[src/sv/pfc_pkg.sv]
package pfc_pkg;

	localparam int NUM_CH = 4;

	// channel slots, lowest first
	localparam int CH_R = 0;
	localparam int CH_G = 1;
	localparam int CH_B = 2;
	localparam int CH_A = 3;

	// configuration register indexes
	localparam logic REG_SRC_FMT = 1'b0;
	localparam logic REG_DST_FMT = 1'b1;

	// format codes as the configuration registers take them
	localparam logic [3:0] FMT_NONE     = 4'd0;   // behaves as R8G8B8
	localparam logic [3:0] FMT_R8G8B8   = 4'd1;
	localparam logic [3:0] FMT_A8R8G8B8 = 4'd2;
	localparam logic [3:0] FMT_X8R8G8B8 = 4'd3;
	localparam logic [3:0] FMT_R5G6B5   = 4'd4;
	localparam logic [3:0] FMT_R5G5B5   = 4'd5;
	localparam logic [3:0] FMT_P4       = 4'd6;
	localparam logic [3:0] FMT_P8       = 4'd7;
	localparam logic [3:0] FMT_A1R5G5B5 = 4'd8;
	localparam logic [3:0] FMT_X4R4G4B4 = 4'd9;
	localparam logic [3:0] FMT_A4R4G4B4 = 4'd10;
	localparam logic [3:0] FMT_R3G3B2   = 4'd11;
	localparam logic [3:0] FMT_R3G2B3   = 4'd12;
	localparam logic [3:0] FMT_A8       = 4'd13;
	localparam logic [3:0] FMT_A8R3G3B2 = 4'd14;
	localparam logic [3:0] FMT_A8R3G2B3 = 4'd15;

	// channel field: lsb position and width (0 = channel absent)
	typedef struct packed {
		logic [4:0] shift;
		logic [3:0] bits;
	} chan_fmt_t;

	typedef struct packed {
		logic [2:0]                 size;
		chan_fmt_t [NUM_CH-1:0]     ch;
	} fmt_t;

	// item handed from the front to the back
	typedef struct packed {
		logic [NUM_CH-1:0][7:0] v8;   // left-aligned channel values
		logic [NUM_CH-1:0]      has;  // source carries the channel
		logic                   last;
	} item_t;

	function automatic fmt_t mk_fmt(
		input logic [2:0] size,
		input logic [4:0] rs, input logic [3:0] rb,
		input logic [4:0] gs, input logic [3:0] gb,
		input logic [4:0] bs, input logic [3:0] bb,
		input logic [4:0] as_, input logic [3:0] ab
	);
		fmt_t f;
		f.size = size;
		f.ch[CH_R] = '{shift: rs, bits: rb};
		f.ch[CH_G] = '{shift: gs, bits: gb};
		f.ch[CH_B] = '{shift: bs, bits: bb};
		f.ch[CH_A] = '{shift: as_, bits: ab};
		return f;
	endfunction

	// format table; code zero behaves as R8G8B8
	function automatic fmt_t fmt_lookup(input logic [3:0] code);
		fmt_t f;
		case (code)
			FMT_A8R8G8B8: f = mk_fmt(3'd4, 5'd16, 4'd8, 5'd8, 4'd8, 5'd0, 4'd8, 5'd24, 4'd8);
			FMT_X8R8G8B8: f = mk_fmt(3'd4, 5'd16, 4'd8, 5'd8, 4'd8, 5'd0, 4'd8, 5'd0, 4'd0);
			FMT_R5G6B5:   f = mk_fmt(3'd2, 5'd11, 4'd5, 5'd5, 4'd6, 5'd0, 4'd5, 5'd0, 4'd0);
			FMT_R5G5B5:   f = mk_fmt(3'd2, 5'd10, 4'd5, 5'd5, 4'd5, 5'd0, 4'd5, 5'd0, 4'd0);
			FMT_P4,
			FMT_P8:       f = mk_fmt(3'd1, 5'd0, 4'd0, 5'd0, 4'd0, 5'd0, 4'd0, 5'd0, 4'd0);
			FMT_A1R5G5B5: f = mk_fmt(3'd2, 5'd10, 4'd5, 5'd5, 4'd5, 5'd0, 4'd5, 5'd15, 4'd1);
			FMT_X4R4G4B4: f = mk_fmt(3'd2, 5'd8, 4'd4, 5'd4, 4'd4, 5'd0, 4'd4, 5'd0, 4'd0);
			FMT_A4R4G4B4: f = mk_fmt(3'd2, 5'd8, 4'd4, 5'd4, 4'd4, 5'd0, 4'd4, 5'd12, 4'd4);
			FMT_R3G3B2:   f = mk_fmt(3'd1, 5'd5, 4'd3, 5'd2, 4'd3, 5'd0, 4'd2, 5'd0, 4'd0);
			FMT_R3G2B3:   f = mk_fmt(3'd1, 5'd5, 4'd3, 5'd3, 4'd2, 5'd0, 4'd3, 5'd0, 4'd0);
			FMT_A8:       f = mk_fmt(3'd1, 5'd0, 4'd0, 5'd0, 4'd0, 5'd0, 4'd0, 5'd0, 4'd8);
			FMT_A8R3G3B2: f = mk_fmt(3'd2, 5'd5, 4'd3, 5'd2, 4'd3, 5'd0, 4'd2, 5'd8, 4'd8);
			FMT_A8R3G2B3: f = mk_fmt(3'd2, 5'd5, 4'd3, 5'd3, 4'd2, 5'd0, 4'd3, 5'd8, 4'd8);
			default:      f = mk_fmt(3'd3, 5'd16, 4'd8, 5'd8, 4'd8, 5'd0, 4'd8, 5'd0, 4'd0);
		endcase
		return f;
	endfunction

endpackage

[src/sv/pfc_front.sv]
module pfc_front
	import pfc_pkg::*;
(
	input  logic [3:0]  source_format,
	input  logic [31:0] src_pixel,
	input  logic        last_pixel,
	output item_t       item
);

	fmt_t sf;

	assign sf = fmt_lookup(source_format);

	// pull each channel out and left-align it to 8 bits
	always_comb begin
		logic [7:0] fmask;
		logic [7:0] fval;
		item.last = last_pixel;
		for (int k = 0; k < NUM_CH; k++) begin
			fmask = 8'((9'd1 << sf.ch[k].bits) - 9'd1);
			fval = 8'(src_pixel >> sf.ch[k].shift) & fmask;
			item.v8[k] = fval << (4'd8 - sf.ch[k].bits);
			item.has[k] = (sf.ch[k].bits != 4'd0);
		end
	end

endmodule

[src/sv/pfc_queue.sv]
module pfc_queue
	import pfc_pkg::*;
(
	input  logic  clk,
	input  logic  arst_n,
	input  logic  push,
	input  item_t push_item,
	output logic  full,
	input  logic  pop,
	output logic  empty,
	output item_t pop_item
);

	item_t      mem_q [2];
	logic       wr_ptr_q;
	logic       rd_ptr_q;
	logic [1:0] count_q;

	assign full     = (count_q == 2'd2);
	assign empty    = (count_q == 2'd0);
	assign pop_item = mem_q[rd_ptr_q];

	always_ff @(posedge clk) begin
		if (push) begin
			mem_q[wr_ptr_q] <= push_item;
		end
	end

	always_ff @(posedge clk or negedge arst_n) begin
		if (!arst_n) begin
			wr_ptr_q <= 1'b0;
			rd_ptr_q <= 1'b0;
			count_q  <= 2'd0;
		end else begin
			if (push) begin
				wr_ptr_q <= ~wr_ptr_q;
			end
			if (pop) begin
				rd_ptr_q <= ~rd_ptr_q;
			end
			case ({push, pop})
				2'b10:   count_q <= count_q + 2'd1;
				2'b01:   count_q <= count_q - 2'd1;
				default: count_q <= count_q;
			endcase
		end
	end

endmodule

[src/sv/pfc_back.sv]
module pfc_back
	import pfc_pkg::*;
(
	input  logic        clk,
	input  logic        arst_n,
	input  logic [3:0]  dest_format,
	input  logic        item_valid,
	input  item_t       item,
	output logic        item_pop,
	output logic        m_tvalid,
	input  logic        m_tready,
	output logic [39:0] m_tdata,
	output logic        m_tlast
);

	fmt_t        df;
	logic [31:0] dst;
	logic [31:0] bmask;
	logic        load;
	logic        m_tvalid_q;
	logic [31:0] dst_q;
	logic [2:0]  count_q;
	logic        last_q;

	assign df = fmt_lookup(dest_format);

	// start from all ones, overwrite fields the source can supply
	always_comb begin
		logic [31:0] dm;
		logic [31:0] dv;
		dst = '1;
		for (int k = 0; k < NUM_CH; k++) begin
			dm = 32'((9'd1 << df.ch[k].bits) - 9'd1) << df.ch[k].shift;
			dv = 32'(item.v8[k] >> (4'd8 - df.ch[k].bits)) << df.ch[k].shift;
			if (df.ch[k].bits != 4'd0 && item.has[k]) begin
				dst = (dst & ~dm) | (dv & dm);
			end
		end
	end

	always_comb begin
		case (df.size)
			3'd1:    bmask = 32'h0000_00ff;
			3'd2:    bmask = 32'h0000_ffff;
			3'd3:    bmask = 32'h00ff_ffff;
			default: bmask = 32'hffff_ffff;
		endcase
	end

	assign load     = item_valid && (!m_tvalid_q || m_tready);
	assign item_pop = load;

	always_ff @(posedge clk or negedge arst_n) begin
		if (!arst_n) begin
			m_tvalid_q <= 1'b0;
		end else if (load) begin
			m_tvalid_q <= 1'b1;
		end else if (m_tready) begin
			m_tvalid_q <= 1'b0;
		end
	end

	always_ff @(posedge clk) begin
		if (load) begin
			dst_q   <= dst & bmask;
			count_q <= df.size;
			last_q  <= item.last;
		end
	end

	assign m_tvalid = m_tvalid_q;
	assign m_tdata  = {5'd0, count_q, dst_q};
	assign m_tlast  = last_q;

endmodule

[src/sv/pixel_format_converter.sv]
// Channel   Dir  Handshake           Payload
// s_*       in   s_tvalid/s_tready   tdata[31:0] src_pixel, tlast last_pixel
// m_*       out  m_tvalid/m_tready   tdata[31:0] dst_pixel, [34:32] dst_byte_count,
//                                    tlast last_out
// apb       in   psel/penable        0x0 source_format, 0x4 dest_format
//
// One pixel per clock sustained while m_tready stays high; each pixel passes a queue
// slot, then the output register. The rate is set by the single output register drain.
// Reset (arst_n low) empties the two-deep queue, drops the output and sets
// both formats to R8G8B8. s_tready falls only when the queue is full; m_tready
// held low during a steady stream fills it.
module pixel_format_converter
	import pfc_pkg::*;
(
	input  logic        clk,
	input  logic        arst_n,
	// slave stream
	input  logic        s_tvalid,
	output logic        s_tready,
	input  logic [31:0] s_tdata,   // [31:0] src_pixel
	input  logic        s_tlast,
	// master stream
	output logic        m_tvalid,
	input  logic        m_tready,
	output logic [39:0] m_tdata,   // [31:0] dst_pixel, [34:32] dst_byte_count, rest zero
	output logic        m_tlast,
	// configuration
	input  logic        psel,
	input  logic        penable,
	input  logic        pwrite,
	input  logic [2:0]  paddr,
	input  logic [31:0] pwdata,
	output logic [31:0] prdata,
	output logic        pready
);

	logic [3:0] src_fmt_q;
	logic [3:0] dst_fmt_q;
	logic       cfg_wr;
	item_t      front_item;
	item_t      queue_item;
	logic       q_full;
	logic       q_empty;
	logic       q_push;
	logic       q_pop;

	// register file: word select is paddr[2]
	assign pready = 1'b1;
	assign cfg_wr = psel && penable && pwrite;

	always_ff @(posedge clk or negedge arst_n) begin
		if (!arst_n) begin
			src_fmt_q <= FMT_R8G8B8;
			dst_fmt_q <= FMT_R8G8B8;
		end else if (cfg_wr) begin
			case (paddr[2])
				REG_SRC_FMT: src_fmt_q <= pwdata[3:0];
				default:     dst_fmt_q <= pwdata[3:0];
			endcase
		end
	end

	always_comb begin
		case (paddr[2])
			REG_SRC_FMT: prdata = {28'd0, src_fmt_q};
			default:     prdata = {28'd0, dst_fmt_q};
		endcase
	end

	// front: channel extraction per source format
	pfc_front u_front (
		.source_format (src_fmt_q),
		.src_pixel     (s_tdata),
		.last_pixel    (s_tlast),
		.item          (front_item)
	);

	// accept whenever the queue has room
	assign s_tready = !q_full;
	assign q_push   = s_tvalid && !q_full;

	pfc_queue u_queue (
		.clk       (clk),
		.arst_n    (arst_n),
		.push      (q_push),
		.push_item (front_item),
		.full      (q_full),
		.pop       (q_pop),
		.empty     (q_empty),
		.pop_item  (queue_item)
	);

	// back: insertion into destination layout, registered output
	pfc_back u_back (
		.clk         (clk),
		.arst_n      (arst_n),
		.dest_format (dst_fmt_q),
		.item_valid  (!q_empty),
		.item        (queue_item),
		.item_pop    (q_pop),
		.m_tvalid    (m_tvalid),
		.m_tready    (m_tready),
		.m_tdata     (m_tdata),
		.m_tlast     (m_tlast)
	);

endmodule
[config.mk]
export PLATFORM = sky130hd
export DESIGN_NAME = pixel_format_converter
export DESIGN_NICKNAME = d
export VERILOG_FILES = /design/src/sv/pfc_pkg.sv /design/src/sv/pfc_front.sv /design/src/sv/pfc_queue.sv /design/src/sv/pfc_back.sv /design/src/sv/pixel_format_converter.sv
export SDC_FILE = /design/constraint.sdc
export NUM_CORES = 1
export LEC_CHECK = 0
export ABC_AREA = 1
export BUFFER_PORTS_ARGS = -buffer_cell sky130_fd_sc_hd__buf_2
export CAP_MARGIN = 15
export CORE_MARGIN = 2
export CORE_UTILIZATION = 45
export DETAILED_ROUTE_END_ITERATION = 8
export PLACE_DENSITY_LB_ADDON = 0.05
export RECOVER_POWER = 100
export SLEW_MARGIN = 20
export SYNTH_ARGS = -nofsm -noshare
export SYNTH_HDL_FRONTEND = slang
export SYNTH_SLANG_ARGS = --single-unit
[constraint.sdc]
create_clock -name clk -period 4.5 [get_ports clk]
set_input_delay 0.675 -clock clk [delete_from_list [all_inputs] [get_ports clk]]
set_output_delay 0.675 -clock clk [all_outputs]
set_load 0.03 [all_outputs]
## After elaboration in Yosys (flattened, before gate mapping)

Memories as Yosys holds them, arrays and structs flattened.
Cells that the tools add are included.

| storage, ports and cells | value |
|---|---|
| flip-flop bits (word level) | 49 |
| output and inout port bits | 76 |
| latch bits | 0 |
| word-level logic and storage cells | 123 |
| bits in writable memories | 74 |
| memory bits (read-only) | 1,024 |
| memories | 3 |

| cells by class | value |
|---|---|
| bitwise gates (word level) | 23 |
| $lt $le $gt $ge | 0 |
| reduce and logical (&&, ||, !) cells | 25 |
| add/subtract/negate cells | 18 |
| mux-type cells | 11 |
| shifts and indexed selects | 28 |
| eq/ne operators | 6 |
| multiply operators | 0 |
| divide/modulo/power cells | 0 |

Memory list:

| memory | words | bits a word | rd ports | clocked after memory_dff | wr ports | RTL line | source |
|---|---|---|---|---|---|---|---|
| (no name shown) | 16 | 32 | 1 | 0 | 0 | pfc_pkg.sv:70 | `case (code)` |
| (no name shown) | 16 | 32 | 1 | 0 | 0 | pfc_pkg.sv:70 |  |
| u_queue.mem_q | 2 | 37 | 1 | 0 | 1 | pfc_queue.sv:14 | `item_t mem_q [2];` |

Operators by type and width:

| kind | number |
|---|---|
| bitwise AND 32 bit | 8 |
| << shifter 32 x 5 -> 32 bit | 6 |
| two-way mux 32 bit | 4 |
| NOT 32 bit | 4 |
| bitwise OR 32 bit | 4 |
| << shifter 1 x 4 -> 32 bit (first input constant) | 4 |
| >> shifter 8 x 4 -> 32 bit | 4 |
| subtractor 32 x 1 -> 32 bit (second input constant) | 4 |
| one-hot mux 32 bit (3 select lines) | 1 |
| >> shifter 32 x 5 -> 8 bit | 3 |
| << shifter 32 x 5 -> 32 bit (second input constant) | 2 |
| bitwise AND 8 bit | 4 |
| nonzero test 4 bit | 8 |
| << shifter 1 x 4 -> 8 bit (first input constant) | 4 |
| << shifter 8 x 4 -> 8 bit | 4 |
| >> shifter 32 x 5 -> 8 bit (second input constant) | 1 |
| subtractor 4 bit (first input constant) | 8 |
| subtractor 8 x 1 -> 8 bit (second input constant) | 4 |
| logical AND 1 bit | 8 |
| == test 3 x 2 -> 1 bit (second input constant) | 2 |
| == test 2 bit (second input constant) | 2 |
| two-way mux 1 bit | 4 |
| two-way mux 4 bit | 1 |
| one-hot mux 2 bit (2 select lines) | 1 |
| 10 further kinds | 16 |

## Longest topological paths before layout

Gate-level depths: netlist of the first run.
An unclocked memory read counts as a cell.

| depth | value |
|---|---|
| depth in word-level cells | 17 |
| mapped depth | 25 |

## Hierarchy

A second synthesis of the first run with hierarchy kept.

| second synthesis, totals | value |
|---|---|
| cell total of the unflattened synthesis | 2,813 |
| area total of the unflattened synthesis | 17,154.0 um^2 |

Modules (own cells, without submodules):

| module | area an instance (um^2) | seq. area each (um^2) | cells an instance | times used |
|---|---|---|---|---|
| pfc_back | 9,172.5 | 1,106.1 | 1,637 | 1 |
| pfc_front | 4,379.2 | 0.0 | 873 | 1 |
| pfc_queue | 2,959.1 | 2,322.2 | 217 | 1 |
| pixel_format_converter | 643.1 | 202.7 | 86 | 1 |

## Worst setup path after synthesis of the first run

No wires, ideal clock.

| timing | value |
|---|---|
| kind | input port to flip-flop |
| start point | input m_tready |
| end point | register u_queue.count_q[1] |
| data arrival time | 3.497 ns |
| setup slack | 0.872 ns |
| buffers on the path | 0 |
| required time | 4.369 ns |
| stages on the path | 6 |
| cell sequence | nor2_1 a21oi_1 ha_1 a21oi_1 o21ai_0 xor2_1 |

| on the way | value |
|---|---|
| cells in the longest elaborated chain, start to end | 4 |
| elaborated cells on any way between the ends | 6 |
| those cells by class | eq/ne: 2; mux: 1; reduce/logical: 3 |

RTL lines:

| item | RTL line | source |
|---|---|---|
| start: declaration | pixel_format_converter.sv:24 | `input logic m_tready,` |
| logical OR 1 bit (*) | pfc_back.sv:50 | `assign load = item_valid && (!m_tvalid_q \|\| m_tready);` |
| logical AND 1 bit (*) | pfc_back.sv:50 |  |
| net q_pop | pixel_format_converter.sv:45 | `logic q_pop;` |
| == test 2 x 1 -> 1 bit / == test 2 bit (equally long branches) | pfc_queue.sv:41 | `case ({push, pop})` |
| one-hot mux 2 bit (2 select lines) / nonzero test 2 bit (equally long branches) | n/a |  |
| end signal: assignment | pfc_queue.sv:42 | `2'b10: count_q <= count_q + 2'd1;` |
| end signal: assignment | pfc_queue.sv:43 | `2'b01: count_q <= count_q - 2'd1;` |
| end signal: assignment | pfc_queue.sv:44 | `default: count_q <= count_q;` |
| end: declaration | pfc_queue.sv:17 | `logic [1:0] count_q;` |

Mark *: on every way through the listed nets, which the timed path passes. The rest lies on a longest branch.
A chain may end at the register's enable or synchronous reset.

## Final worst setup path of the first run

| timing | value |
|---|---|
| start point | register dst_fmt_q[0] |
| end point | register u_back.dst_q[8], data pin |

| on the way | value |
|---|---|
| cells in the longest elaborated chain, start to end | 17 |
| elaborated cells on any way between the ends | 57 |
| those cells by class | add/sub: 8; eq/ne: 3; shift: 16; mux: 5; bitwise: 16; reduce/logical: 8; memory: 1 |

RTL lines:

| item | RTL line | source |
|---|---|---|
| start: declaration | pixel_format_converter.sv:38 | `logic [3:0] dst_fmt_q;` |
| start signal: assignment | pixel_format_converter.sv:58 | `default: dst_fmt_q <= pwdata[3:0];` |
| memory (16 x 32 bit) (*) | n/a |  |
| << shifter 1 x 4 -> 32 bit / subtractor 4 bit (equally long branches) | pfc_back.sv:33, pfc_back.sv:34 |  |
| subtractor 32 x 1 -> 32 bit / >> shifter 8 x 4 -> 32 bit (equally long branches) | pfc_back.sv:33, pfc_back.sv:34 |  |
| << shifter 32 x 5 -> 32 bit (on tied branches) | pfc_back.sv:33, pfc_back.sv:34 |  |
| bitwise AND 32 bit / NOT 32 bit (equally long branches) | pfc_back.sv:36 | `dst = (dst & ~dm) \| (dv & dm);` |
| bitwise OR 32 bit | pfc_back.sv:36 |  |
| two-way mux 32 bit | pfc_back.sv:35 | `if (df.ch[k].bits != 4'd0 && item.has[k]) begin` |
| bitwise AND 32 bit | pfc_back.sv:36 |  |
| bitwise OR 32 bit | pfc_back.sv:36 |  |
| two-way mux 32 bit | pfc_back.sv:35 |  |
| bitwise AND 32 bit | pfc_back.sv:36 |  |
| bitwise OR 32 bit | pfc_back.sv:36 |  |
| two-way mux 32 bit | pfc_back.sv:35 |  |
| bitwise AND 32 bit | pfc_back.sv:36 |  |
| bitwise OR 32 bit | pfc_back.sv:36 |  |
| two-way mux 32 bit | pfc_back.sv:35 |  |
| bitwise AND 32 bit (*) | pfc_back.sv:65 | `dst_q <= dst & bmask;` |
| end signal: assignment | pfc_back.sv:65 |  |
| end: declaration | pfc_back.sv:21 | `logic [31:0] dst_q;` |

Every way passes the cells marked *; elsewhere a longest branch is shown, timed or not.

==> impl_table.tex, run 1 <==
\begin{tabular}{lr}
\hline
Metric & Value \\
\hline
\multicolumn{2}{l}{\textbf{Floorplanning}} \\
Die area & 0.0355 sq mm \\
Core Region & 0.0335 sq mm \\
IO Pins & 151 \\
X dimension of the die & 188 microns \\
Initial Utilization & 45.6\% \\
Row Count & 67 \\
Die boundary height & 188 microns \\
\multicolumn{2}{l}{\textbf{Critical path}} \\
Count of buffering cells on the critical path with inverters included & 2 \\
Required time reported for the critical path endpoint & 4670 ps \\
Cells traversed along the worst timing path & inv\_1 -> ha\_1 -> inv\_1 -> nand2\_1 -> nand2\_1 -> nand2\_1 -> nand2\_1 -> ha\_1 -> nand4\_1 -> ha\_1 -> nand2\_1 -> nand2\_1 -> o21ai\_0 -> nor2\_1 -> or2\_0 -> nand3\_1 -> nand2\_1 -> nand3b\_1 -> nand2\_1 -> a21oi\_1 \\
Worst flop-to-flop path endpoint & u\_back.dst\_q[8]\$\_DFFE\_PP\_ \\
End point of the critical path & u\_back.dst\_q[8]\$\_DFFE\_PP\_ \\
Critical path class & flop to flop \\
Worst Setup End Kind & flop \\
Source of the critical timing path & dst\_fmt\_q[0]\$\_DFFE\_PN1P\_ \\
Data arrival time of the critical path & 4350 ps \\
Top fanout value on the critical path & 8 \\
CP Depth & 20 \\
Register-to-register setup slack & 330 ps \\
Critical-path top delay cell & sky130\_fd\_sc\_hd\_\_dfstp\_2 \\
Register-to-Register Path Depth & 20 \\
Launching element type of the critical path & flop \\
Cell seen most often among critical-path stages & sky130\_fd\_sc\_hd\_\_nand2\_1 \\
Category of cells accounting for the largest share of critical-path delay & simple AND/OR/NAND/NOR gates \\
Delay of the slowest cell on the worst path & 640 ps \\
Origin of the critical flop-to-flop path & dst\_fmt\_q[0]\$\_DFFE\_PN1P\_ \\
\multicolumn{2}{l}{\textbf{Place}} \\
Placed instance count & 2988 \\
Weighted congestion reported at the end of routability-driven placement & 0.996 \\
I/O Buffers & 86 \\
Total placed instance area & 0.0161 sq mm \\
Sum of net half-perimeters after detailed placement & 44000 microns \\
\multicolumn{2}{l}{\textbf{Logic synthesis}} \\
Combined area of all synthesized cells & 0.0153 sq mm \\
Post-synthesis register bit count & 123 \\
Warnings from Yosys & 0 \\
Instance count of the mapped netlist & 2503 \\
Post-synth EDFFs & 110 \\
Arithmetic-cell share of the synthesized area counting full adders, half adders and majority gates & 5.56\% \\
Top\_reg\_cell synth & sky130\_fd\_sc\_hd\_\_edfxtp\_1 \\
Synth Area in XOR/XNOR & 1.09\% \\
Area fraction of the dominant cell type after synthesis & 21.6\% \\
Area fraction in compound gates after synthesis & 18.3\% \\
Post-Synthesis Mean Instance Area & 6.11 sq um \\
Fraction of the yosys area taken by sequential cells & 23.7\% \\
Distinct cells, synth & 66 \\
Largest cells by area after synthesis & sky130\_fd\_sc\_hd\_\_edfxtp\_1, sky130\_fd\_sc\_hd\_\_nand2\_1, sky130\_fd\_sc\_hd\_\_nand3\_1, sky130\_fd\_sc\_hd\_\_o21ai\_0, sky130\_fd\_sc\_hd\_\_ha\_1 \\
Synth area leader & sky130\_fd\_sc\_hd\_\_edfxtp\_1 \\
Fraction of the mapped netlist area in simple logic gates & 39.8\% \\
Mux cell area share after synthesis & 0.393\% \\
Largest family of logic cells by synthesized area & simple AND/OR/NAND/NOR gates \\
Share of flip-flops with an asynchronous set or reset & 10.6\% \\
\multicolumn{2}{l}{\textbf{STA}} \\
Final Max Tran Viols & 64 \\
Clock Skew & 14.7 ps \\
Top achievable clock speed & 0.240 GHz \\
Portion of the clock cycle consumed by the worst path in the final layout & 92.7\% \\
Final Hold Fails & 0 \\
Min Tclk post-route & 4170 ps \\
Final hold slack & 284 ps \\
Unrepaired setup endpoints after global routing & no \\
\# setup viols final & 0 \\
Total negative slack for setup checks & 0 ps \\
Transition time at the pin with the least slew margin & 2070 ps \\
Tightest slew margin relative to the limit & -38.8\% \\
\multicolumn{2}{l}{\textbf{Clock network}} \\
Clock Latency Late Sink & 430 ps \\
Number of hold buffers added after CTS & 0 \\
Total clock sinks & 123 \\
Clock root buffer & sky130\_fd\_sc\_hd\_\_clkbuf\_16 \\
Number of H-tree levels & 4 \\
Num CTS Buffers & 17 \\
Clock tree from TritonCTS & yes \\
Clk slew on worst S/H paths & 60 ps \\
Maximum clock path buffer count & 2 \\
\multicolumn{2}{l}{\textbf{Global route}} \\
Largest net degree at the start of global routing & 45 \\
Total overflow reported by the global router & 0 \\
All-Layer GR Usage & 30.9\% \\
First-pass GRT wire length & 86400 microns \\
Antenna violations before repair & 0 \\
Number of global-route vias before repair & 15700 \\
\multicolumn{2}{l}{\textbf{Power}} \\
Power per cell area & 717 mW/mm\^{}2 \\
Leakage power & 7.71 nW \\
Maximum vdd ir drop & 0.293 mV \\
\multicolumn{2}{l}{\textbf{Layout}} \\
Number of inserted diodes & 0 \\
Layout Cell Area excl Fill & 0.0165 sq mm \\
Area growth from synthesis to layout & 8.19\% \\
Nets@finish & 2703 \\
Final core utilization & 49.3\% \\
Ratio of cells with drive above 1 in the final layout & 8.12\% \\
Count of placed standard cells in the final layout, fillers left out & 3021 \\
\multicolumn{2}{l}{\textbf{Drt}} \\
Routed len/inst & 18.4 microns \\
Total Routed Length & 55700 microns \\
Antenna-violating nets left & 0 \\
Pre-antenna DRT Iters & 6 \\
Vias per cell & 5.66 \\
Detailed-route via count & 17100 \\
Post-detailed-route DRC marker count & 0 \\
Detailed Route Iter0 Violations & 1543 \\
\multicolumn{2}{l}{\textbf{Status}} \\
Run status & finished, violations left \\
Violations in the final reports & capacitance limit, slew limit \\
\multicolumn{2}{l}{\textbf{Worst hold path}} \\
Hold Crit Class & primary input to async pin \\
\multicolumn{2}{l}{\textbf{Run}} \\
Number of maximum-capacitance violations & 2 \\
\hline
\end{tabular}
-- flip-flops by register name, summed over array words and instances (netlist names) --
name,flops
u_back.m_tlast,1
u_queue.count_q,2
u_queue.wr_ptr_q,1
u_back.dst_q,32
u_back.m_tvalid,1
u_back.count_q,3
u_queue.mem_q,74
dst_fmt_q,4
u_queue.rd_ptr_q,1
src_fmt_q,4
-- kinds of logic after synthesis --
| kind of cell | after synthesis |
|---|---|
| XOR/XNOR | 19 |
| AO/OA/AOI/OAI | 490 |
| buffers and inverters | 383 |
| multiplexers | 6 |
| other | 2 |
| adder cells (fa/ha/maj) | 68 |
| AND/OR/NAND/NOR | 1412 |
| flip-flops | 123 |
-- metal layers --
layer  share of wire, %  vias to the layer above  track usage, %
met5                  0                        -               0
met4                5.8                        0            17.8
met3                5.1                      147            2.55
met2                 48                      695            52.9
met1                 42                     7812            38.4
li1                   -                     8454               -
-- cell type report --
class	count	area, sq um
tap	448	561
multi-input combinational	2034	10100
timing repair buffer	138	768
inverter	246	926
sequential	123	3630
clock inverter	14	139
fill	3609	17000
clock buffer	18	429
-- timing repair --
| item | 4_1_cts | 5_1_grt |
|---|---|---|
| gates resized for setup | 0 | 1 |
| setup buffers | 0 | 0 |
| endpoints found under the setup margin | 0 | 1 |
-- synthesized netlist by cell type, types with 11 or more instances --
master,n
sky130_fd_sc_hd__dfrtp_1,11
sky130_fd_sc_hd__nor2_1,193
sky130_fd_sc_hd__a21oi_1,103
sky130_fd_sc_hd__clkbuf_1,47
sky130_fd_sc_hd__o211ai_1,44
sky130_fd_sc_hd__nand2_1,791
sky130_fd_sc_hd__nor3_1,22
sky130_fd_sc_hd__o21ai_0,217
sky130_fd_sc_hd__nand2_2,22
sky130_fd_sc_hd__inv_2,22
sky130_fd_sc_hd__buf_4,44
sky130_fd_sc_hd__o22ai_1,28
sky130_fd_sc_hd__inv_1,217
sky130_fd_sc_hd__buf_2,31
sky130_fd_sc_hd__or2_2,11
sky130_fd_sc_hd__ha_1,68
sky130_fd_sc_hd__nand4_1,33
sky130_fd_sc_hd__nand3_1,289
sky130_fd_sc_hd__a31oi_1,13
sky130_fd_sc_hd__xor2_1,12
sky130_fd_sc_hd__edfxtp_1,110
sky130_fd_sc_hd__o21ai_1,35
-- placed cells by master, fill, tap and decap left out, types with 7 or more instances in the layout --
| master | synthesis | layout |
|---|---|---|
| sky130_fd_sc_hd__nand2_2 | 22 | 20 |
| sky130_fd_sc_hd__o21ai_1 | 35 | 31 |
| sky130_fd_sc_hd__buf_4 | 44 | 47 |
| sky130_fd_sc_hd__conb_1 | 2 | 39 |
| sky130_fd_sc_hd__a21oi_1 | 103 | 103 |
| sky130_fd_sc_hd__nor2_2 | 9 | 7 |
| sky130_fd_sc_hd__nand2_1 | 791 | 793 |
| sky130_fd_sc_hd__a31oi_1 | 13 | 13 |
| sky130_fd_sc_hd__edfxtp_1 | 110 | 110 |
| sky130_fd_sc_hd__buf_2 | 31 | 43 |
| sky130_fd_sc_hd__inv_1 | 217 | 221 |
| sky130_fd_sc_hd__o22ai_1 | 28 | 28 |
| sky130_fd_sc_hd__dfrtp_1 | 11 | 11 |
| sky130_fd_sc_hd__or2_2 | 11 | 11 |
| sky130_fd_sc_hd__nand3_1 | 289 | 289 |
| sky130_fd_sc_hd__o21ai_0 | 217 | 221 |
| sky130_fd_sc_hd__ha_1 | 68 | 68 |
| sky130_fd_sc_hd__clkbuf_1 | 47 | 47 |
| sky130_fd_sc_hd__nor3_1 | 22 | 23 |
| sky130_fd_sc_hd__nor2_1 | 193 | 195 |
| sky130_fd_sc_hd__clkbuf_16 | 0 | 17 |
| sky130_fd_sc_hd__o211ai_1 | 44 | 44 |
| sky130_fd_sc_hd__xnor2_1 | 7 | 7 |
| sky130_fd_sc_hd__inv_2 | 22 | 18 |
| sky130_fd_sc_hd__a211oi_1 | 9 | 9 |
| sky130_fd_sc_hd__nand3b_1 | 9 | 9 |
| sky130_fd_sc_hd__xor2_1 | 12 | 12 |
| sky130_fd_sc_hd__nand4_1 | 33 | 33 |
-- worst min-delay path by stage --
stage,end,slack (ps),depth (start not counted)
after detailed placement,u_queue.count_q[0]$_DFFE_PN0P_,510,1
after floorplan,dst_fmt_q[1]$_DFFE_PN0P_,380,0
after CTS,u_back.m_tvalid$_DFFE_PN0P_,120,1
after global placement,u_queue.count_q[0]$_DFFE_PN0P_,500,1
final,u_back.m_tvalid$_DFFE_PN0P_,280,1
after global routing,u_back.m_tvalid$_DFFE_PN0P_,340,1
-- worst reg2reg max path: cells and delay by family, from the launching register on --
| family | cells | cell delay, ps |
|---|---|---|
| simple gates | 13 | 1790 |
| compound gates | 2 | 340 |
| buf+inv | 2 | 220 |
| flops | 1 | 640 |
| fa+ha+maj | 3 | 940 |
-- stage by stage --
| step | power [mW] | setup WS [ps] |
|---|---|---|
| detailed placement | 10.5 | 440 |
| CTS | 11.8 | 426 |
| finish | 11.9 | 327 |
| floorplan | 8.16 | 872 |
| global placement | 10.4 | 483 |
| global route | 12.9 | 12.7 |
-- power breakdown --
group / total, mW / internal (mW) / switching [mW]
clock: 1.34 / 0.773 / 0.571
combinational: 8.43 / 2.39 / 6.04
sequential: 2.09 / 1.94 / 0.150
total: 11.9 / 5.10 / 6.76
No activity file was read; power rests on OpenSTA's default activity.
==> run 2: changes to the inputs <==
- CELL_PAD_IN_SITES_DETAIL_PLACEMENT: not set -> 1
- CELL_PAD_IN_SITES_GLOBAL_PLACEMENT: not set -> 2
- CORE_UTILIZATION: 45 -> 33
- GPL_ROUTABILITY_DRIVEN: not set -> 1
==> impl_table.tex, run 2 (synthesis gave the netlist of run 1 again) <==
\begin{tabular}{lr}
\hline
Metric & Value \\
\hline
\multicolumn{2}{l}{\textbf{Status}} \\
Run status & finished, violations left \\
Violations in the final reports & capacitance limit, slew limit \\
\multicolumn{2}{l}{\textbf{Clock network}} \\
Number of buffers inserted by post-CTS setup repair & 0 (unchanged) \\
Resized Gates After CTS & 0 (unchanged) \\
Clk slew on worst S/H paths & 70 ps (about the same) \\
Maximum clock path buffer count & 2 (unchanged) \\
Num CTS Buffers & 17 (unchanged) \\
Clock tree from TritonCTS & yes \\
Clock Latency Late Sink & 480 ps (+50 ps) \\
Number of hold buffers added after CTS & 0 (unchanged) \\
Clock root buffer & sky130\_fd\_sc\_hd\_\_clkbuf\_16 \\
Number of H-tree levels & 4 (unchanged) \\
Total clock sinks & 123 (unchanged) \\
\multicolumn{2}{l}{\textbf{STA}} \\
Top achievable clock speed & 0.239 GHz (about the same) \\
Total negative slack for setup checks & 0 ps (unchanged) \\
Unrepaired setup endpoints after global routing & no \\
Min Tclk post-route & 4180 ps (+3.55 ps) \\
\# setup viols final & 0 (unchanged) \\
Tightest slew margin relative to the limit & -47.3\% (-8.5 points) \\
Transition time at the pin with the least slew margin & 2210 ps (+135 ps) \\
Portion of the clock cycle consumed by the worst path in the final layout & 92.8\% (about the same) \\
Final Max Tran Viols & 67 (+4.7\%) \\
Worst Slack Setup Final & 324 ps (-3.55 ps) \\
Clock Skew & 15.2 ps (+0.460 ps) \\
Final Hold Fails & 0 (unchanged) \\
\multicolumn{2}{l}{\textbf{Drt}} \\
Antenna-violating nets left & 0 (unchanged) \\
Pre-antenna DRT Iters & 6 (unchanged) \\
Post-detailed-route DRC marker count & 0 (unchanged) \\
Vias per cell & 5.38 (-5.0\%) \\
Detailed-route via count & 17200 (+0.54\%) \\
Total Routed Length & 66500 microns (+19\%) \\
Detailed Route Iter0 Violations & 1028 (-33\%) \\
Routed len/inst & 20.8 microns (+13\%) \\
\multicolumn{2}{l}{\textbf{Layout}} \\
Most common library cell in the layout ignoring fill and taps & sky130\_fd\_sc\_hd\_\_nand2\_1 \\
Commonest non-fill, non-tap cells in the layout & sky130\_fd\_sc\_hd\_\_nand2\_1, sky130\_fd\_sc\_hd\_\_nand3\_1, sky130\_fd\_sc\_hd\_\_o21ai\_0 \\
Largest register FFs & 74 (unchanged) \\
Layout Cell Area excl Fill & 0.0169 sq mm (+2.4\%) \\
Final core utilization & 37.2\% (-12 points) \\
Ratio of cells with drive above 1 in the final layout & 8.89\% (+0.77 points) \\
Area growth from synthesis to layout & 10.8\% \\
Largest registers & u\_queue.mem\_q: 74 flops, u\_back.dst\_q: 32 flops \\
Nets@finish & 2728 (+0.92\%) \\
Register with the highest flop count & u\_queue.mem\_q \\
Number of inserted diodes & 0 (unchanged) \\
\multicolumn{2}{l}{\textbf{Global route}} \\
Total overflow reported by the global router & 0 (unchanged) \\
All-Layer GR Usage & 27.9\% (-3.0 points) \\
Antenna violations before repair & 0 (unchanged) \\
Number of global-route vias before repair & 17300 (+11\%) \\
Largest net degree at the start of global routing & 46 (+2.2\%) \\
First-pass GRT wire length & 102000 microns (+18\%) \\
\multicolumn{2}{l}{\textbf{Critical path}} \\
Launching element type of the critical path & flop \\
Critical path class & flop to flop \\
Worst flop-to-flop path endpoint & u\_back.dst\_q[31]\$\_DFFE\_PP\_ \\
Worst Setup End Kind & flop \\
Data arrival time of the critical path & 4390 ps (+40 ps) \\
Register-to-register setup slack & 320 ps (about the same) \\
Origin of the critical flop-to-flop path & dst\_fmt\_q[0]\$\_DFFE\_PN1P\_ \\
Top fanout value on the critical path & 6 (-2) \\
Required time reported for the critical path endpoint & 4710 ps (+40 ps) \\
Register-to-Register Path Depth & 19 (-5.0\%) \\
\multicolumn{2}{l}{\textbf{Power}} \\
Maximum vdd ir drop & 0.369 mV (+26\%) \\
Internal & 5.20 mW (+1.9\%) \\
Leakage power & 7.83 nW (+1.5\%) \\
Sw power & 7.21 mW (+6.6\%) \\
PnR Total Power & 12.4 mW (+4.6\%) \\
Comb pwr share & 71.6\% (+0.5 points) \\
Sw Share & 58.1\% (+1.1 points) \\
Power per cell area & 732 mW/mm\^{}2 (+2.2\%) \\
Clock share of power & 11.6\% (+0.3 points) \\
Share of power burned in registers & 16.8\% (-0.8 points) \\
\multicolumn{2}{l}{\textbf{Floorplanning}} \\
Initial Utilization & 33.6\% (-12 points) \\
Die boundary height & 219 microns (+16\%) \\
Die area & 0.0481 sq mm (+36\%) \\
Row Count & 78 (+16\%) \\
X dimension of the die & 219 microns (+16\%) \\
IO Pins & 151 (unchanged) \\
Core Region & 0.0456 sq mm (+36\%) \\
\multicolumn{2}{l}{\textbf{Place}} \\
Sum of net half-perimeters after detailed placement & 53800 microns (+22\%) \\
Total placed instance area & 0.0165 sq mm (+2.5\%) \\
Worst slack at placement & 426 ps (-14.2 ps) \\
Weighted congestion reported at the end of routability-driven placement & 0.896 (-10\%) \\
I/O Buffers & 86 (unchanged) \\
\multicolumn{2}{l}{\textbf{Run}} \\
Number of maximum-capacitance violations & 2 (unchanged) \\
\multicolumn{2}{l}{\textbf{Worst hold path}} \\
Hold Crit Class & primary input to async pin \\
\hline
\end{tabular}
==> run 2: cell types whose count changed in the layout (fill, tap and decap cells not counted), sizes merged <==
| cell | change |
|---|---|
| clkinvlp | +1 |
| clkbuf | +2 |
| inv | +3 |
| buf | +22 |
| clkinv | -3 |
==> run 2: through the flow <==
stage	cells	hold WS [ps]
floorplan	2540	379
global placement	3165	493
detailed placement	3166	503
CTS	3198	63.1
global route	3198	274
finish	3198	252
==> run 2: worst max-delay path, cell delays in order, from the launching register on <==
cell and delay (ps):
sky130_fd_sc_hd__dfstp_1 550, sky130_fd_sc_hd__inv_1 90, sky130_fd_sc_hd__ha_1 260, sky130_fd_sc_hd__inv_1 170, sky130_fd_sc_hd__nor2_1 60, sky130_fd_sc_hd__nand2_1 260, sky130_fd_sc_hd__ha_1 260, sky130_fd_sc_hd__ha_1 240
sky130_fd_sc_hd__inv_1 120, sky130_fd_sc_hd__ha_1 300, sky130_fd_sc_hd__xor2_1 300, sky130_fd_sc_hd__nand2_1 90, sky130_fd_sc_hd__nand2_1 70, sky130_fd_sc_hd__o21ai_1 130, sky130_fd_sc_hd__nand2_1 130, sky130_fd_sc_hd__nand2_1 80
sky130_fd_sc_hd__nor2_1 270, sky130_fd_sc_hd__nor2_2 140, sky130_fd_sc_hd__o21ai_0 300, sky130_fd_sc_hd__a21oi_1 80
==> run 2: cell type report <==
class                      count  area, sq um
fill                        6083        28600
multi-input combinational   2034        10100
sequential                   123         3630
timing repair buffer         163          943
inverter                     246          926
tap                          600          751
clock buffer                  17          425
clock inverter                15          176
==> run 2: per-layer routing <==
metal,part of all wire [%],GRT usage [%],wire (microns)
met1,44,35.1,29500
met2,49,48.8,32800
met3,2.8,3.01,1890
met4,3.5,10.7,2340
met5,0,0,0
==> run 2: worst max path at each step <==
| stage | startpoint | cells past startpoint | slack (ps) | endpoint |
|---|---|---|---|---|
| global placement | dst_fmt_q[2]$_DFFE_PN0P_ | 19 | 480 | u_back.dst_q[29]$_DFFE_PP_ |
| finish | dst_fmt_q[0]$_DFFE_PN1P_ | 19 | 320 | u_back.dst_q[31]$_DFFE_PP_ |
| CTS | dst_fmt_q[2]$_DFFE_PN0P_ | 19 | 410 | u_back.dst_q[29]$_DFFE_PP_ |
| detailed placement | dst_fmt_q[2]$_DFFE_PN0P_ | 19 | 430 | u_back.dst_q[29]$_DFFE_PP_ |
| floorplan | m_tready | 6 | 870 | u_queue.count_q[1]$_DFFE_PN0P_ |
| global route | dst_fmt_q[0]$_DFFE_PN1P_ | 19 | 40 | u_back.dst_q[31]$_DFFE_PP_ |
==> run 2: power by group through the flow <==
stage	Clock, mW	Sequential (mW)	Combinational (mW)
after global routing	1.51	2.13	9.88
final	1.43	2.08	8.89
after floorplan	0	2.43	5.73
after CTS	1.47	2.07	8.98
after detailed placement	0	2.09	8.94
after global placement	0	2.07	8.80
==> run 3: changes to the inputs <==
- clock period: 4.5 -> 3.97 ns (I/O delays scaled with it)
==> impl_table.tex, run 3 (synthesis gave the netlist of run 1 again) <==
\begin{tabular}{lr}
\hline
Metric & Value \\
\hline
\multicolumn{2}{l}{\textbf{Critical path}} \\
Register-to-register setup slack & 240 ps (-90 ps) \\
End point of the critical path & u\_back.dst\_q[12]\$\_DFFE\_PP\_ \\
Data arrival time of the critical path & 3930 ps (-460 ps) \\
Origin of the critical flop-to-flop path & dst\_fmt\_q[0]\$\_DFFE\_PN1P\_ \\
Worst flop-to-flop path endpoint & u\_back.dst\_q[12]\$\_DFFE\_PP\_ \\
Critical path class & flop to flop \\
Register-to-Register Path Depth & 19 (unchanged) \\
Launching element type of the critical path & flop \\
Top fanout value on the critical path & 3 (-3) \\
Required time reported for the critical path endpoint & 4170 ps (-540 ps) \\
Source of the critical timing path & dst\_fmt\_q[0]\$\_DFFE\_PN1P\_ \\
Worst Setup End Kind & flop \\
\multicolumn{2}{l}{\textbf{STA}} \\
Tightest slew margin relative to the limit & -44.4\% (+2.9 points) \\
Portion of the clock cycle consumed by the worst path in the final layout & 94.0\% (+1.2 points) \\
Min Tclk post-route & 3730 ps (-444 ps) \\
Top achievable clock speed & 0.268 GHz (+12\%) \\
Clock Skew & 13.6 ps (-1.58 ps) \\
Transition time at the pin with the least slew margin & 2170 ps (-42.9 ps) \\
\# setup viols final & 0 (unchanged) \\
Final Max Tran Viols & 66 (-1.5\%) \\
Final Hold Fails & 0 (unchanged) \\
\multicolumn{2}{l}{\textbf{Status}} \\
Run status & finished, violations left \\
Violations in the final reports & capacitance limit, slew limit \\
\multicolumn{2}{l}{\textbf{Drt}} \\
Detailed Route Iter0 Violations & 1028 (unchanged) \\
Antenna-violating nets left & 0 (unchanged) \\
Routed len/inst & 20.6 microns (-1.0\%) \\
Post-detailed-route DRC marker count & 0 (unchanged) \\
Detailed-route via count & 17400 (+1.1\%) \\
Pre-antenna DRT Iters & 5 (-1) \\
Vias per cell & 5.37 (about the same) \\
Total Routed Length & 66600 microns (+0.14\%) \\
\multicolumn{2}{l}{\textbf{Global route}} \\
First-pass GRT wire length & 103000 microns (+0.88\%) \\
All-Layer GR Usage & 28.0\% (+0.11 points) \\
Total overflow reported by the global router & 0 (unchanged) \\
Largest net degree at the start of global routing & 51 (+11\%) \\
Number of global-route vias before repair & 17600 (+1.6\%) \\
Antenna violations before repair & 0 (unchanged) \\
\multicolumn{2}{l}{\textbf{Power}} \\
Sw power & 8.19 mW (+14\%) \\
Power per cell area & 827 mW/mm\^{}2 (+13\%) \\
Clock share of power & 11.4\% (-0.2 points) \\
Comb pwr share & 72.2\% (+0.6 points) \\
Share of power burned in registers & 16.4\% (-0.4 points) \\
Maximum vdd ir drop & 0.420 mV (+14\%) \\
Internal & 6.14 mW (+18\%) \\
Sw Share & 57.2\% (-0.94 points) \\
Leakage power & 8.03 nW (+2.6\%) \\
PnR Total Power & 14.3 mW (+15\%) \\
\multicolumn{2}{l}{\textbf{Floorplanning}} \\
X dimension of the die & 219 microns (unchanged) \\
Core Region & 0.0456 sq mm (unchanged) \\
Row Count & 78 (unchanged) \\
IO Pins & 151 (unchanged) \\
Die area & 0.0481 sq mm (unchanged) \\
Die boundary height & 219 microns (unchanged) \\
Initial Utilization & 33.6\% (unchanged) \\
\multicolumn{2}{l}{\textbf{Layout}} \\
Area growth from synthesis to layout & 13.3\% \\
Count of placed standard cells in the final layout, fillers left out & 3235 (+1.2\%) \\
Commonest non-fill, non-tap cells in the layout & sky130\_fd\_sc\_hd\_\_nand2\_1, sky130\_fd\_sc\_hd\_\_nand3\_1, sky130\_fd\_sc\_hd\_\_inv\_1 \\
Register with the highest flop count & u\_queue.mem\_q \\
Number of inserted diodes & 0 (unchanged) \\
Layout Cell Area excl Fill & 0.0173 sq mm (+2.3\%) \\
Largest register FFs & 74 (unchanged) \\
Number of inserted filler cells in the final layout & 6094 (+0.18\%) \\
Nets@finish & 2765 (+1.4\%) \\
Largest registers & u\_queue.mem\_q: 74 flops, u\_back.dst\_q: 32 flops \\
Most common library cell in the layout ignoring fill and taps & sky130\_fd\_sc\_hd\_\_nand2\_1 \\
Ratio of cells with drive above 1 in the final layout & 11.0\% (+2.1 points) \\
\multicolumn{2}{l}{\textbf{Clock network}} \\
Clock tree from TritonCTS & yes \\
Number of H-tree levels & 4 (unchanged) \\
Maximum clock path buffer count & 2 (unchanged) \\
Number of buffers inserted by post-CTS setup repair & 0 (unchanged) \\
Total clock sinks & 123 (unchanged) \\
Num CTS Buffers & 17 (unchanged) \\
Clk slew on worst S/H paths & 70 ps (about the same) \\
Clock root buffer & sky130\_fd\_sc\_hd\_\_clkbuf\_16 \\
Clock Latency Late Sink & 470 ps (about the same) \\
\multicolumn{2}{l}{\textbf{Place}} \\
I/O Buffers & 86 (unchanged) \\
Sum of net half-perimeters after detailed placement & 54000 microns (+0.32\%) \\
Weighted congestion reported at the end of routability-driven placement & 0.911 (+1.7\%) \\
Placed instance count & 3201 (+1.1\%) \\
Total placed instance area & 0.0168 sq mm (+1.7\%) \\
\multicolumn{2}{l}{\textbf{Worst hold path}} \\
Hold Crit Class & primary input to flop \\
Number of cells on the worst hold path & 1 \\
\multicolumn{2}{l}{\textbf{Run}} \\
Number of maximum-capacitance violations & 2 (unchanged) \\
\hline
\end{tabular}
[run 3: cell types whose count changed in the layout (fill, tap and decap cells not counted), moves of 5 or more]
cell	before	now
sky130_fd_sc_hd__buf_4	70	99
sky130_fd_sc_hd__ha_1	68	62
sky130_fd_sc_hd__o21ai_0	220	214
sky130_fd_sc_hd__o21ai_1	32	38
sky130_fd_sc_hd__ha_2	0	5
[run 3: power by group through the flow]
stage	clock network, mW	registers [mW]	logic, mW
after CTS	1.67	2.34	10.4
after floorplan	0	2.75	6.50
after global routing	1.72	2.40	11.5
final	1.63	2.35	10.3
after global placement	0	2.34	10.2
after detailed placement	0	2.36	10.4
[run 3: worst min-delay path by stage]
stage | start | endpoint | slack [ps]
after floorplan | arst_n | dst_fmt_q[1]$_DFFE_PN0P_ | 300
after global placement | u_queue.mem_q[0][0]$_DFFE_PP_ | u_back.m_tlast$_DFFE_PP_ | 500
after detailed placement | u_queue.mem_q[0][0]$_DFFE_PP_ | u_back.m_tlast$_DFFE_PP_ | 500
after CTS | s_tlast | u_queue.mem_q[1][0]$_DFFE_PP_ | 280
after global routing | s_tlast | u_queue.mem_q[0][0]$_DFFE_PP_ | 300
final | s_tlast | u_queue.mem_q[0][0]$_DFFE_PP_ | 310
[run 3: final cells by class]
cell class | count | area (sq um) | area share (%)
multi-input cells | 2034 | 10200 | 58.8
flip-flops and latches | 123 | 3630 | 21.0
repair buffers | 200 | 1220 | 7.06
inverters | 246 | 926 | 5.34
well taps | 600 | 751 | 4.33
clock buffers | 17 | 425 | 2.46
clock inverters | 15 | 178 | 1.03
[run 3: metrics by stage]
stage	setup TNS, ps	setup slack [ps]	hold slack (ps)	utilization, %
2_1_floorplan	0	396	300	-
3_3_place_gp	0	145	497	36.7
3_5_place_dp	0	64.1	499	36.8
4_1_cts	0	18.5	280	38.1
5_1_grt	-18.8	-12.3	296	38.0
6_report	0	238	309	38.0
[run 3: metal layers]
layer	track usage [%]	vias to the layer above	routed length [microns]
li1	-	8567	-
met5	0	-	0
met2	49.9	362	33400
met1	34.6	8360	28800
met3	2.72	94	1970
met4	11.0	0	2370
[run 3: repair_timing]
item,CTS,global route
endpoints found under the setup margin,0,26
hold buffers,1,0
resized for setup,0,29
endpoints found under the hold margin,11,0
[run 3: worst max-delay path: stages, from the launching register on]
cell and delay [ps]:
sky130_fd_sc_hd__dfstp_2 550, sky130_fd_sc_hd__inv_1 80, sky130_fd_sc_hd__ha_1 330, sky130_fd_sc_hd__inv_1 110
sky130_fd_sc_hd__nand2_1 60, sky130_fd_sc_hd__nand3_1 90, sky130_fd_sc_hd__nand2_2 90, sky130_fd_sc_hd__nand2_1 140
sky130_fd_sc_hd__inv_1 60, sky130_fd_sc_hd__ha_2 160, sky130_fd_sc_hd__nand2_1 100, sky130_fd_sc_hd__ha_2 290
sky130_fd_sc_hd__o21ai_0 250, sky130_fd_sc_hd__nand2_1 110, sky130_fd_sc_hd__a21boi_0 140, sky130_fd_sc_hd__buf_4 170
sky130_fd_sc_hd__a21oi_1 190, sky130_fd_sc_hd__nand4_1 220, sky130_fd_sc_hd__nand2_1 210, sky130_fd_sc_hd__a21oi_1 110
